**config.mk**
```make
export PLATFORM = sky130hd
export DESIGN_NAME = bba_front
export DESIGN_NICKNAME = d
export VERILOG_FILES = /design/src/design/bba_pkg.sv /design/src/design/bba_front.sv
export SDC_FILE = /design/constraint.sdc
export NUM_CORES = 1
export LEC_CHECK = 0
export ABC_AREA = 1
export BUFFER_PORTS_ARGS = -buffer_cell sky130_fd_sc_hd__buf_4
export CORE_ASPECT_RATIO = 0.8
export CORE_MARGIN = 4
export CORE_UTILIZATION = 40
export DETAILED_ROUTE_END_ITERATION = 8
export MAX_ROUTING_LAYER = met4
export PLACE_DENSITY = 0.85
export REMOVE_ABC_BUFFERS = 1
export SYNTH_ARGS = -nofsm -noshare
export SYNTH_HDL_FRONTEND = slang
export SYNTH_SLANG_ARGS = --single-unit
```
**constraint.sdc**
```tcl
create_clock -name vclk -period 2.4
set_clock_uncertainty 0.05 [all_clocks]
set_input_delay 0 -clock vclk [all_inputs]
set_output_delay 0 -clock vclk [all_outputs]
set_load 0.02 [all_outputs]
```
**src/design/bba_pkg.sv**
```systemverilog
// Shared types, constants and helpers of the buddy block allocator.
// No dependencies; every other design file but bba_ram imports this package.
`default_nettype none
package bba_pkg;

    localparam int TOP      = 20;
    localparam int BOT      = 6;
    localparam int NLVL     = TOP - BOT + 1;
    localparam int GRAN     = 1 << (TOP - BOT);
    localparam int REGION   = 1 << TOP;
    localparam int OT_AW    = TOP - BOT;
    localparam int FM_WW    = 64;

    localparam logic [1:0] ST_OK       = 2'd0;
    localparam logic [1:0] ST_TOO_BIG  = 2'd1;
    localparam logic [1:0] ST_NO_MEM   = 2'd2;
    localparam logic [1:0] ST_BAD_FREE = 2'd3;

    typedef enum logic [1:0] {
        K_ALLOC,
        K_TOO_BIG,
        K_FREE,
        K_BAD_FREE
    } t_kind;

    typedef struct packed {
        t_kind       kind;
        logic [4:0]  need;
        logic [19:0] faddr;
    } t_req;

    typedef enum logic [3:0] {
        S_CLEAR,
        S_IDLE,
        S_PICK,
        S_SCAN_RD,
        S_SCAN_CHK,
        S_SPLIT_RD,
        S_SPLIT_WR,
        S_GRANT,
        S_FREE_RD,
        S_FREE_CHK,
        S_MERGE_RD,
        S_MERGE_CHK,
        S_SET_RD,
        S_SET_WR,
        S_EMIT
    } t_state;

    // first free-map word of order k; each order starts on a word of its own
    function automatic int fm_off_int(input int k);
        int acc;
        acc = 0;
        for (int j = BOT; j < TOP; j++) begin
            if (j < k) acc += ((TOP - j) > 6) ? (1 << (TOP - j - 6)) : 1;
        end
        return acc;
    endfunction

    localparam int FM_WORDS = fm_off_int(TOP) + 1;
    localparam int FM_AW    = $clog2(FM_WORDS);

    function automatic logic [FM_AW-1:0] fm_off(input logic [4:0] k);
        return FM_AW'(fm_off_int(int'(k)));
    endfunction

endpackage
`default_nettype wire

```
**src/design/bba_front.sv**
```systemverilog
// Front end: takes input beats, rounds sizes to an order, screens addresses.
// Depends on bba_pkg.
`default_nettype none
module bba_front (
    input  wire logic          i_tvalid,
    output logic               o_tready,
    input  wire logic [47:0]   i_tdata,
    input  wire logic          i_tuser,
    input  wire logic          i_full,
    input  wire logic          i_busy,
    output logic               o_push,
    output bba_pkg::t_req      o_req
);
    import bba_pkg::*;

    logic [20:0] size;
    logic [20:0] sm1;
    logic [4:0]  msb;

    assign size = i_tdata[20:0];
    assign sm1  = size - 21'd1;

    always_comb begin
        msb = '0;
        for (int i = 0; i < 21; i++) begin
            if (sm1[i]) msb = 5'(i);
        end
    end

    always_comb begin
        o_req.faddr = i_tdata[40:21];
        o_req.need  = 5'(BOT);
        if (!i_tuser) begin
            if (size > 21'(REGION)) begin
                o_req.kind = K_TOO_BIG;
                o_req.need = '0;
            end else begin
                o_req.kind = K_ALLOC;
                if (size > (21'd1 << BOT)) o_req.need = msb + 5'd1;
            end
        end else begin
            o_req.kind = (o_req.faddr[BOT-1:0] != '0) ? K_BAD_FREE : K_FREE;
        end
    end

    assign o_tready = !i_full && !i_busy;
    assign o_push   = i_tvalid && o_tready;
endmodule
`default_nettype wire

```
==> run_results.csv <==
group,metric,value,unit
status,status,"finished with violations",
status,violations,"setup timing",
global_routing,antenna_found_initial,0,
sta,finalMaxSlewViolations,0,
sta,holdWs,156.2,ps
setup_path,crit_path_max_fanout,3,
sta,hold_viol_final,0,
layout,syn_to_final_growth,50.18,%
floorplan,initial_core_util,0.4279,
layout,drive_above_1_share,0.4174,
floorplan,dieArea,3549,µm²
global_routing,grt.busiest_layer,"met2",
sta,tns,-61.59,ps
global_routing,use_met3,0.01461,
pwr,p_leak,0.0007621,µW
layout,clock_buffer_count,0,
layout,regArea,0,µm²
yosys,synth_cell_types,34,
sta,max_freq,0.4062,GHz
global_routing,grt_pass1_vias,1181,
routing,drtIter0Drc,70,
setup_path,crit_type,"input port to output pin",
pwr,peakVddDrop,0.1014,mV
sta,rsz0062_at_grt,"yes",
placed_design,place_inst,250,
setup_path,crit_path_end_kind,"output pin",
yosys,avgSynthCellArea,5.742,µm²
sta,tightest_slew,330.6,ps
pwr,powerDensity,170.4,nW/µm²
global_routing,grt_max_degree,6,
sta,min_period_over_period,1.026,
sta,slew_headroom,0.7788,
floorplan,rows,16,
yosys,synthCells,185,
routing,wirelength,4.122,mm
routing,drc,0,
routing,via_per_inst,5.278,
global_routing,grt_pass1_wl,5.319,mm
routing,wl_per_cell,15.50,µm
floorplan,design.core.area,2482,µm²
routing,first_pass_iters,5,
sta,setup_slack,-61.59,ps
yosys,synth_seq_area_share,0,
global_routing,track_usage,0.1954,
global_routing,grt_use_met2,0.3546,
floorplan,die_h,54.09,µm
layout,nFlopsAndLatches,0,
sta,setup_viol,1,
placed_design,port-buffer-count,46,
worst_hold_path,hold_class,"input port to output pin",
floorplan,dieWidth,65.62,µm
layout,instances_no_fill,266,
global_routing,grt.met1_usage,0.2436,
routing,ant_nets,0,
setup_path,arrival,2410,ps
yosys,yosysWarningCount,0,
placed_design,gp_congestion,0.8517,
layout,antenna_cells,0,
routing,vias,1404,
placed_design,dp_hpwl,2.713,mm
layout,multi_input_area,907.1,µm²
setup_path,crit_path_start_kind,"input port",
setup_path,required,2350,ps
layout,nets,286,
layout,final_core_util,0.6426,
run,max_cap_viol_count,0,
sta,fin_crit,2462,ps
layout,nFillCells,223,
floorplan,ioPinCount,81,
yosys,post_synth_instance_area,1062,µm²
pwr,p_total,271.9,µW
global_routing,grt.overflow.total,0,
==> cells by family (layout without fill, tap and decap cells) <==
| family | count (synthesis) | count (layout) | synth area share |
|---|---|---|---|
| simple gates | 113 | 113 | 0.5465 |
| buf+inv | 44 | 89 | 0.2297 |
| xor+xnor | 16 | 16 | 0.1390 |
| compound gates | 10 | 10 | 0.06126 |
| fa+ha+maj | 2 | 2 | 0.02355 |
==> where the power goes <==
| group | switching (µW) | leakage, µW | total [µW] | internal [µW] |
|---|---|---|---|---|
| clock network | 0 | 0 | 0 | 0 |
| logic | 153 | 0.000762 | 272 | 119 |
| registers | 0 | 0 | 0 | 0 |
==> critical path, cell delays in order <==
cell and delay, ps:
buf_4 130, inv_1 100, nand2_1 130, nor2_2 160, nand2_1 70, nand2_1 100, nand2_1 70, nand2_1 70
nand2_1 50, nand2_1 50, nand2_1 50, nand2_1 60, nand2_1 40, nand2_1 60, nand2_1 60, nand2_1 60
nand2_1 40, nand2_1 50, nand2_1 40, nand2_1 70, nand2_2 60, a21boi_2 160, ha_2 210, xor2_1 240
o21ai_1 90, inv_1 70, buf_6 110
==> layout make-up <==
| cell class | instances | share of cell area |
|---|---|---|
| multi-input combinational | 141 | 0.5686 |
| timing repair buffer | 66 | 0.3443 |
| inverter | 23 | 0.05882 |
| tap | 36 | 0.02824 |
==> layer usage <==
layer	vias up	wire [µm]
li1	647	-
met2	74	2161
met1	666	1521
met5	-	0
met4	0	134
met3	17	304
==> final timing paths <==
path	cells after the start	slack, ps	to	startpoint
setup / recovery	27	-60	o_req[22]	i_tdata[4]
hold / removal	2	160	o_req[2]	i_tdata[23]
==> repair_timing <==
item                                    4_1_cts  5_1_grt
endpoints found under the hold margin        14        0
buffers inserted                              0        2
endpoints found under the setup margin        1        4
gates resized for setup                       2       27
pin swaps                                     0        7
hold buffers                                 14        0
==> layout by cell type, fill, tap and decap left out, types with 3 or more instances in the layout <==
master	count
buf_6	3
xor2_2	5
nor2_2	6
nor2_4	8
nand4_1	4
nand2_2	9
nand3_1	7
dlygate4sd3_1	14
inv_2	3
nand2_1	45
nor2_1	20
buf_4	48
inv_1	17
xor2_1	9
==> through the flow <==
stage | area, µm² | worst slack, ps
after global placement | 1325 | 9.920
after floorplan | 904.6 | 320.8
final | 1595 | -61.59
after CTS | 1475 | 14.85
after global routing | 1595 | -343.8
after detailed placement | 1325 | -36.57
==> cell usage after synthesis, types with 2 or more instances <==
cell type	count	area, µm²
a21oi_1	2	10.01
buf_4	21	157.7
ha_1	2	25.02
inv_1	19	71.32
inv_2	3	11.26
nand2_1	47	176.4
nand2_2	7	43.79
nand2_4	2	22.52
nand3_1	7	35.03
nand3_2	2	20.02
nand3b_1	2	15.01
nand4_1	4	25.02
nor2_1	25	93.84
nor2_2	4	25.02
nor2_4	5	56.30
nor4_1	2	12.51
xnor2_1	2	17.52
xor2_1	13	113.9
Power figures use the tool's default switching activity.
