===== config.mk =====
export PLATFORM = sky130hd
export DESIGN_NAME = bba_queue
export DESIGN_NICKNAME = d
export VERILOG_FILES = /design/src/design/bba_pkg.sv /design/src/design/bba_queue.sv
export SDC_FILE = /design/constraint.sdc
export NUM_CORES = 1
export LEC_CHECK = 0
export ABC_AREA = 1
export BUFFER_PORTS_ARGS = -buffer_cell sky130_fd_sc_hd__buf_4
export CAP_MARGIN = 20
export CORE_MARGIN = 5
export CORE_UTILIZATION = 45
export DETAILED_ROUTE_END_ITERATION = 8
export PLACE_DENSITY = 0.7
export SETUP_SLACK_MARGIN = 0.5
export SLEW_MARGIN = 20
export SYNTH_ARGS = -nofsm -noshare
export SYNTH_HDL_FRONTEND = slang
export SYNTH_SLANG_ARGS = --single-unit

===== constraint.sdc =====
create_clock -name i_clk -period 5.6 [get_ports i_clk]
set_input_delay 1.4 -clock i_clk [delete_from_list [all_inputs] [get_ports i_clk]]
set_output_delay 1.4 -clock i_clk [all_outputs]
set_load 0.05 [all_outputs]

===== src/design/bba_pkg.sv =====
// Shared types, constants and helpers of the buddy block allocator.
// No dependencies; every other design file but bba_ram imports this package.
`default_nettype none
package bba_pkg;

    localparam int TOP      = 20;
    localparam int BOT      = 6;
    localparam int NLVL     = TOP - BOT + 1;
    localparam int GRAN     = 1 << (TOP - BOT);
    localparam int REGION   = 1 << TOP;
    localparam int OT_AW    = TOP - BOT;
    localparam int FM_WW    = 64;

    localparam logic [1:0] ST_OK       = 2'd0;
    localparam logic [1:0] ST_TOO_BIG  = 2'd1;
    localparam logic [1:0] ST_NO_MEM   = 2'd2;
    localparam logic [1:0] ST_BAD_FREE = 2'd3;

    typedef enum logic [1:0] {
        K_ALLOC,
        K_TOO_BIG,
        K_FREE,
        K_BAD_FREE
    } t_kind;

    typedef struct packed {
        t_kind       kind;
        logic [4:0]  need;
        logic [19:0] faddr;
    } t_req;

    typedef enum logic [3:0] {
        S_CLEAR,
        S_IDLE,
        S_PICK,
        S_SCAN_RD,
        S_SCAN_CHK,
        S_SPLIT_RD,
        S_SPLIT_WR,
        S_GRANT,
        S_FREE_RD,
        S_FREE_CHK,
        S_MERGE_RD,
        S_MERGE_CHK,
        S_SET_RD,
        S_SET_WR,
        S_EMIT
    } t_state;

    // first free-map word of order k; each order starts on a word of its own
    function automatic int fm_off_int(input int k);
        int acc;
        acc = 0;
        for (int j = BOT; j < TOP; j++) begin
            if (j < k) acc += ((TOP - j) > 6) ? (1 << (TOP - j - 6)) : 1;
        end
        return acc;
    endfunction

    localparam int FM_WORDS = fm_off_int(TOP) + 1;
    localparam int FM_AW    = $clog2(FM_WORDS);

    function automatic logic [FM_AW-1:0] fm_off(input logic [4:0] k);
        return FM_AW'(fm_off_int(int'(k)));
    endfunction

endpackage
`default_nettype wire


===== src/design/bba_queue.sv =====
// Two-entry request queue between front and back end.
// Depends on bba_pkg.
`default_nettype none
module bba_queue (
    input  wire logic          i_clk,
    input  wire logic          i_rst_n,
    input  wire logic          i_push,
    input  bba_pkg::t_req      i_req,
    output logic               o_full,
    input  wire logic          i_pop,
    output bba_pkg::t_req      o_req,
    output logic               o_empty
);
    import bba_pkg::*;

    t_req       r_mem [2];
    logic       r_wp, r_rp;
    logic [1:0] r_cnt;
    logic       do_push, do_pop;

    assign o_full  = (r_cnt == 2'd2);
    assign o_empty = (r_cnt == 2'd0);
    assign do_push = i_push && !o_full;
    assign do_pop  = i_pop && !o_empty;
    assign o_req   = r_mem[r_rp];

    always_ff @(posedge i_clk) begin
        if (!i_rst_n) begin
            r_wp  <= 1'b0;
            r_rp  <= 1'b0;
            r_cnt <= 2'd0;
        end else begin
            if (do_push) r_wp <= !r_wp;
            if (do_pop)  r_rp <= !r_rp;
            r_cnt <= r_cnt + 2'(do_push) - 2'(do_pop);
        end
    end

    always_ff @(posedge i_clk) begin
        if (do_push) r_mem[r_wp] <= i_req;
    end
endmodule
`default_nettype wire


==> impl_metrics.toml <==
[outcome]
outcome = "finished clean"

[worst_setup_path]
critPathMaxStageDelay_ns = 0.87
r2r-start = "r_cnt[0]$_SDFF_PN0_"
critPathMaxFanout = 27
cp_num_cells = 2
cp_cell_sequence = "mux2_2 -> buf_4"
path_class = "reg -> out"
crit_end = "o_req[26]"
worstSetupEndpointType = "output port"
cp.arrival_ns = 1.80
cpLargestDelayFamily = "flip-flops"
crit_path_start_kind = "flop"
rr_worst_depth = 10
reg2reg_slack_ns = 3.94
r2r-end = "r_cnt[1]$_SDFF_PN0_"
worst-path-buf-inv = 1
crit_path_top_delay_cell = "dfxtp_2"
worst_ep_required_time_ns = 4.20

[synth]
synth_top_cell_area_share_pct = 70.5
yosys_warnings = 0
ys_seq_area_share_pct = 74.9
synthTopCellsByArea = "edfxtp_1, mux2_4, dfxtp_1"
syn-instance-count = 122
synth_cell_types = 12
synth_fp_nets = 155
synth.ff_latch_count = 59
synth_area_sq_um = 2300
synth_area_leader_cell = "edfxtp_1"
avgSynthCellArea_sq_um = 18.9

[sta]
skew_ns = 0.00729
relSlewSlack_pct = 45.0
setup_viol = 0
worst_pin_slew_ns = 0.825
rsz0062_at_grt = "no"
period_needed_ns = 3.20
fmax_mhz = 312
finalSetupTns_ns = 0
drv_slew = 0
min_period_over_period_pct = 57.2
hold_viol = 0

[detailed_routing]
ant_nets = 0
wl_microns = 4080
drc = 0
drtIter0Drc = 59
wire_per_inst_microns = 15.3
drt-pass1-iter-count = 4
avgViaCountPerCell = 4.67
vias = 1243

[cells_and_area]
fillers = 390
multi_input_area_sq_um = 495
finalNetCount = 224
regArea_sq_um = 1720
antennaDiodeCount = 0
drive_gt1_share_pct = 52.6
utilization_pct = 60.0
area_delta_synth_final_pct = 31.6

[place]
place.gp.congestion = 0.642
hpwl_microns = 2790
numPortBuffers = 59

[global_routing]
grt_pass1_vias = 1374
antenna_found_initial = 0
grtUsageTotal_pct = 13.2
grt_pass1_wl_microns = 6130
overflow = 0
grt_max_degree = 28

[die]
io_pins = 60
die_h_microns = 81.5
placementRows = 26
core-area_sq_um = 5040
die_area_sq_um = 6640
initial_core_util_pct = 45.6
die_x_microns = 81.5

[power_and_ir_drop]
vdd_ir_drop_max_v = 0.000373
cellPowerDensity_nw_per_um2 = 525
leakage_nw = 1.22

[clocking]
post-cts-setup-buffers = 0
cts.reportedPaths.clkPinSlew_ns = 0.06
cts_tree = "done"
clock_latency_ns = 0.32
htreeDepth = 3
cts_num_sinks = 59
cts_made_buffers = 9
cts_hold_buf = 0
cts_root_buf = "clkbuf_8"
ctsResizeCount = 0
cts_buffer_depth = 2

[worst_hold_path]
hold_class = "reg -> reg"

[job]
drv_cap = 0
[area by class of cell]
class | instances | share of cell area, %
well taps | 70 | 2.89
clock inverters | 6 | 2.65
multi-input cells | 51 | 16.4
clock buffers | 10 | 4.22
flip-flops and latches | 59 | 56.9
repair buffers | 61 | 15.8
inverters | 9 | 1.12
[worst min path at each step]
| stage | from | endpoint | slack, ns | cells past startpoint |
|---|---|---|---|---|
| 5_1_grt | r_rp$_SDFFE_PN0P_ | r_rp$_SDFFE_PN0P_ | 0.56 | 2 |
| 2_1_floorplan | r_rp$_SDFFE_PN0P_ | flop | 0.47 | 2 |
| 3_5_place_dp | r_rp$_SDFFE_PN0P_ | flop | 0.51 | 2 |
| 4_1_cts | r_rp$_SDFFE_PN0P_ | flop | 0.53 | 2 |
| 6_report | r_rp$_SDFFE_PN0P_ | flop | 0.55 | 2 |
| 3_3_place_gp | r_rp$_SDFFE_PN0P_ | r_rp$_SDFFE_PN0P_ | 0.48 | 2 |
[stage by stage]
stage / hold slack (ns) / setup slack, ns / power [mW] / std cells / area [sq um]
global route: 0.563 / 2.30 / 1.66 / 266 / 3030
floorplan: 0.467 / 2.57 / 1.05 / 122 / 2300
CTS: 0.528 / 2.36 / 1.60 / 265 / 3000
finish: 0.545 / 2.40 / 1.59 / 266 / 3030
global placement: 0.484 / 2.73 / 1.17 / 249 / 2790
detailed placement: 0.512 / 2.71 / 1.20 / 249 / 2790
[placed cells by master, fill, tap and decap left out, types with 2 or more instances in the layout]
| cell type | Yosys | layout |
|---|---|---|
| clkbuf_8 | 0 | 9 |
| buf_4 | 0 | 60 |
| nand3_1 | 3 | 3 |
| bufinv_16 | 0 | 2 |
| clkinv_1 | 0 | 3 |
| ha_1 | 2 | 2 |
| nand2_1 | 9 | 9 |
| mux2_4 | 20 | 20 |
| mux2_2 | 7 | 7 |
| nor2_1 | 8 | 7 |
| dfxtp_1 | 5 | 4 |
| a21oi_1 | 2 | 2 |
| inv_1 | 9 | 8 |
| edfxtp_1 | 54 | 54 |
[routing by layer]
layer  part of all wire (%)  GRT usage [%]  routed length (microns)  vias to the layer above
met1                     36           12.5                     1480                      597
met2                     55           23.2                     2230                       50
met3                    6.9           4.71                      280                       10
li1                       -              -                        -                      586
met5                      0              0                        0                        -
met4                    2.2           9.63                       90                        0
[state kept, by name, indices dropped and copies added (netlist names), named ones only]
register,flops
r_mem,54
r_cnt,2
r_rp,1
r_wp,1
[report_power, final]
part	leakage [nW]	internal [mW]	switching [mW]	total, mW
combinational	0.573	0.214	0.362	0.575
sequential	0.546	0.562	0.0504	0.612
clock	0.101	0.247	0.154	0.400
[worst min-delay path: cells and delay by family (launching register included)]
kind / cells / cell delay [ns]
simple gates: 2 / 0.16
flops: 1 / 0.35
[Yosys cell counts]
library cell,instances
a21oi_1,2
buf_12,2
buf_6,1
dfxtp_1,5
edfxtp_1,54
ha_1,2
inv_1,9
mux2_2,7
mux2_4,20
nand2_1,9
nand3_1,3
nor2_1,8
[logic make-up (layout without fill, tap and decap cells)]
kind of cell	after synthesis	count (layout)	synth area share (%)
flip-flops	59	59	74.9
buffers and inverters	12	86	3.70
multiplexers	27	27	16.5
AND/OR/NAND/NOR	20	20	3.43
AO/OA/AOI/OAI	2	2	0.435
adder cells (fa/ha/maj)	2	2	1.09
(Power assumes the default switching activity.)
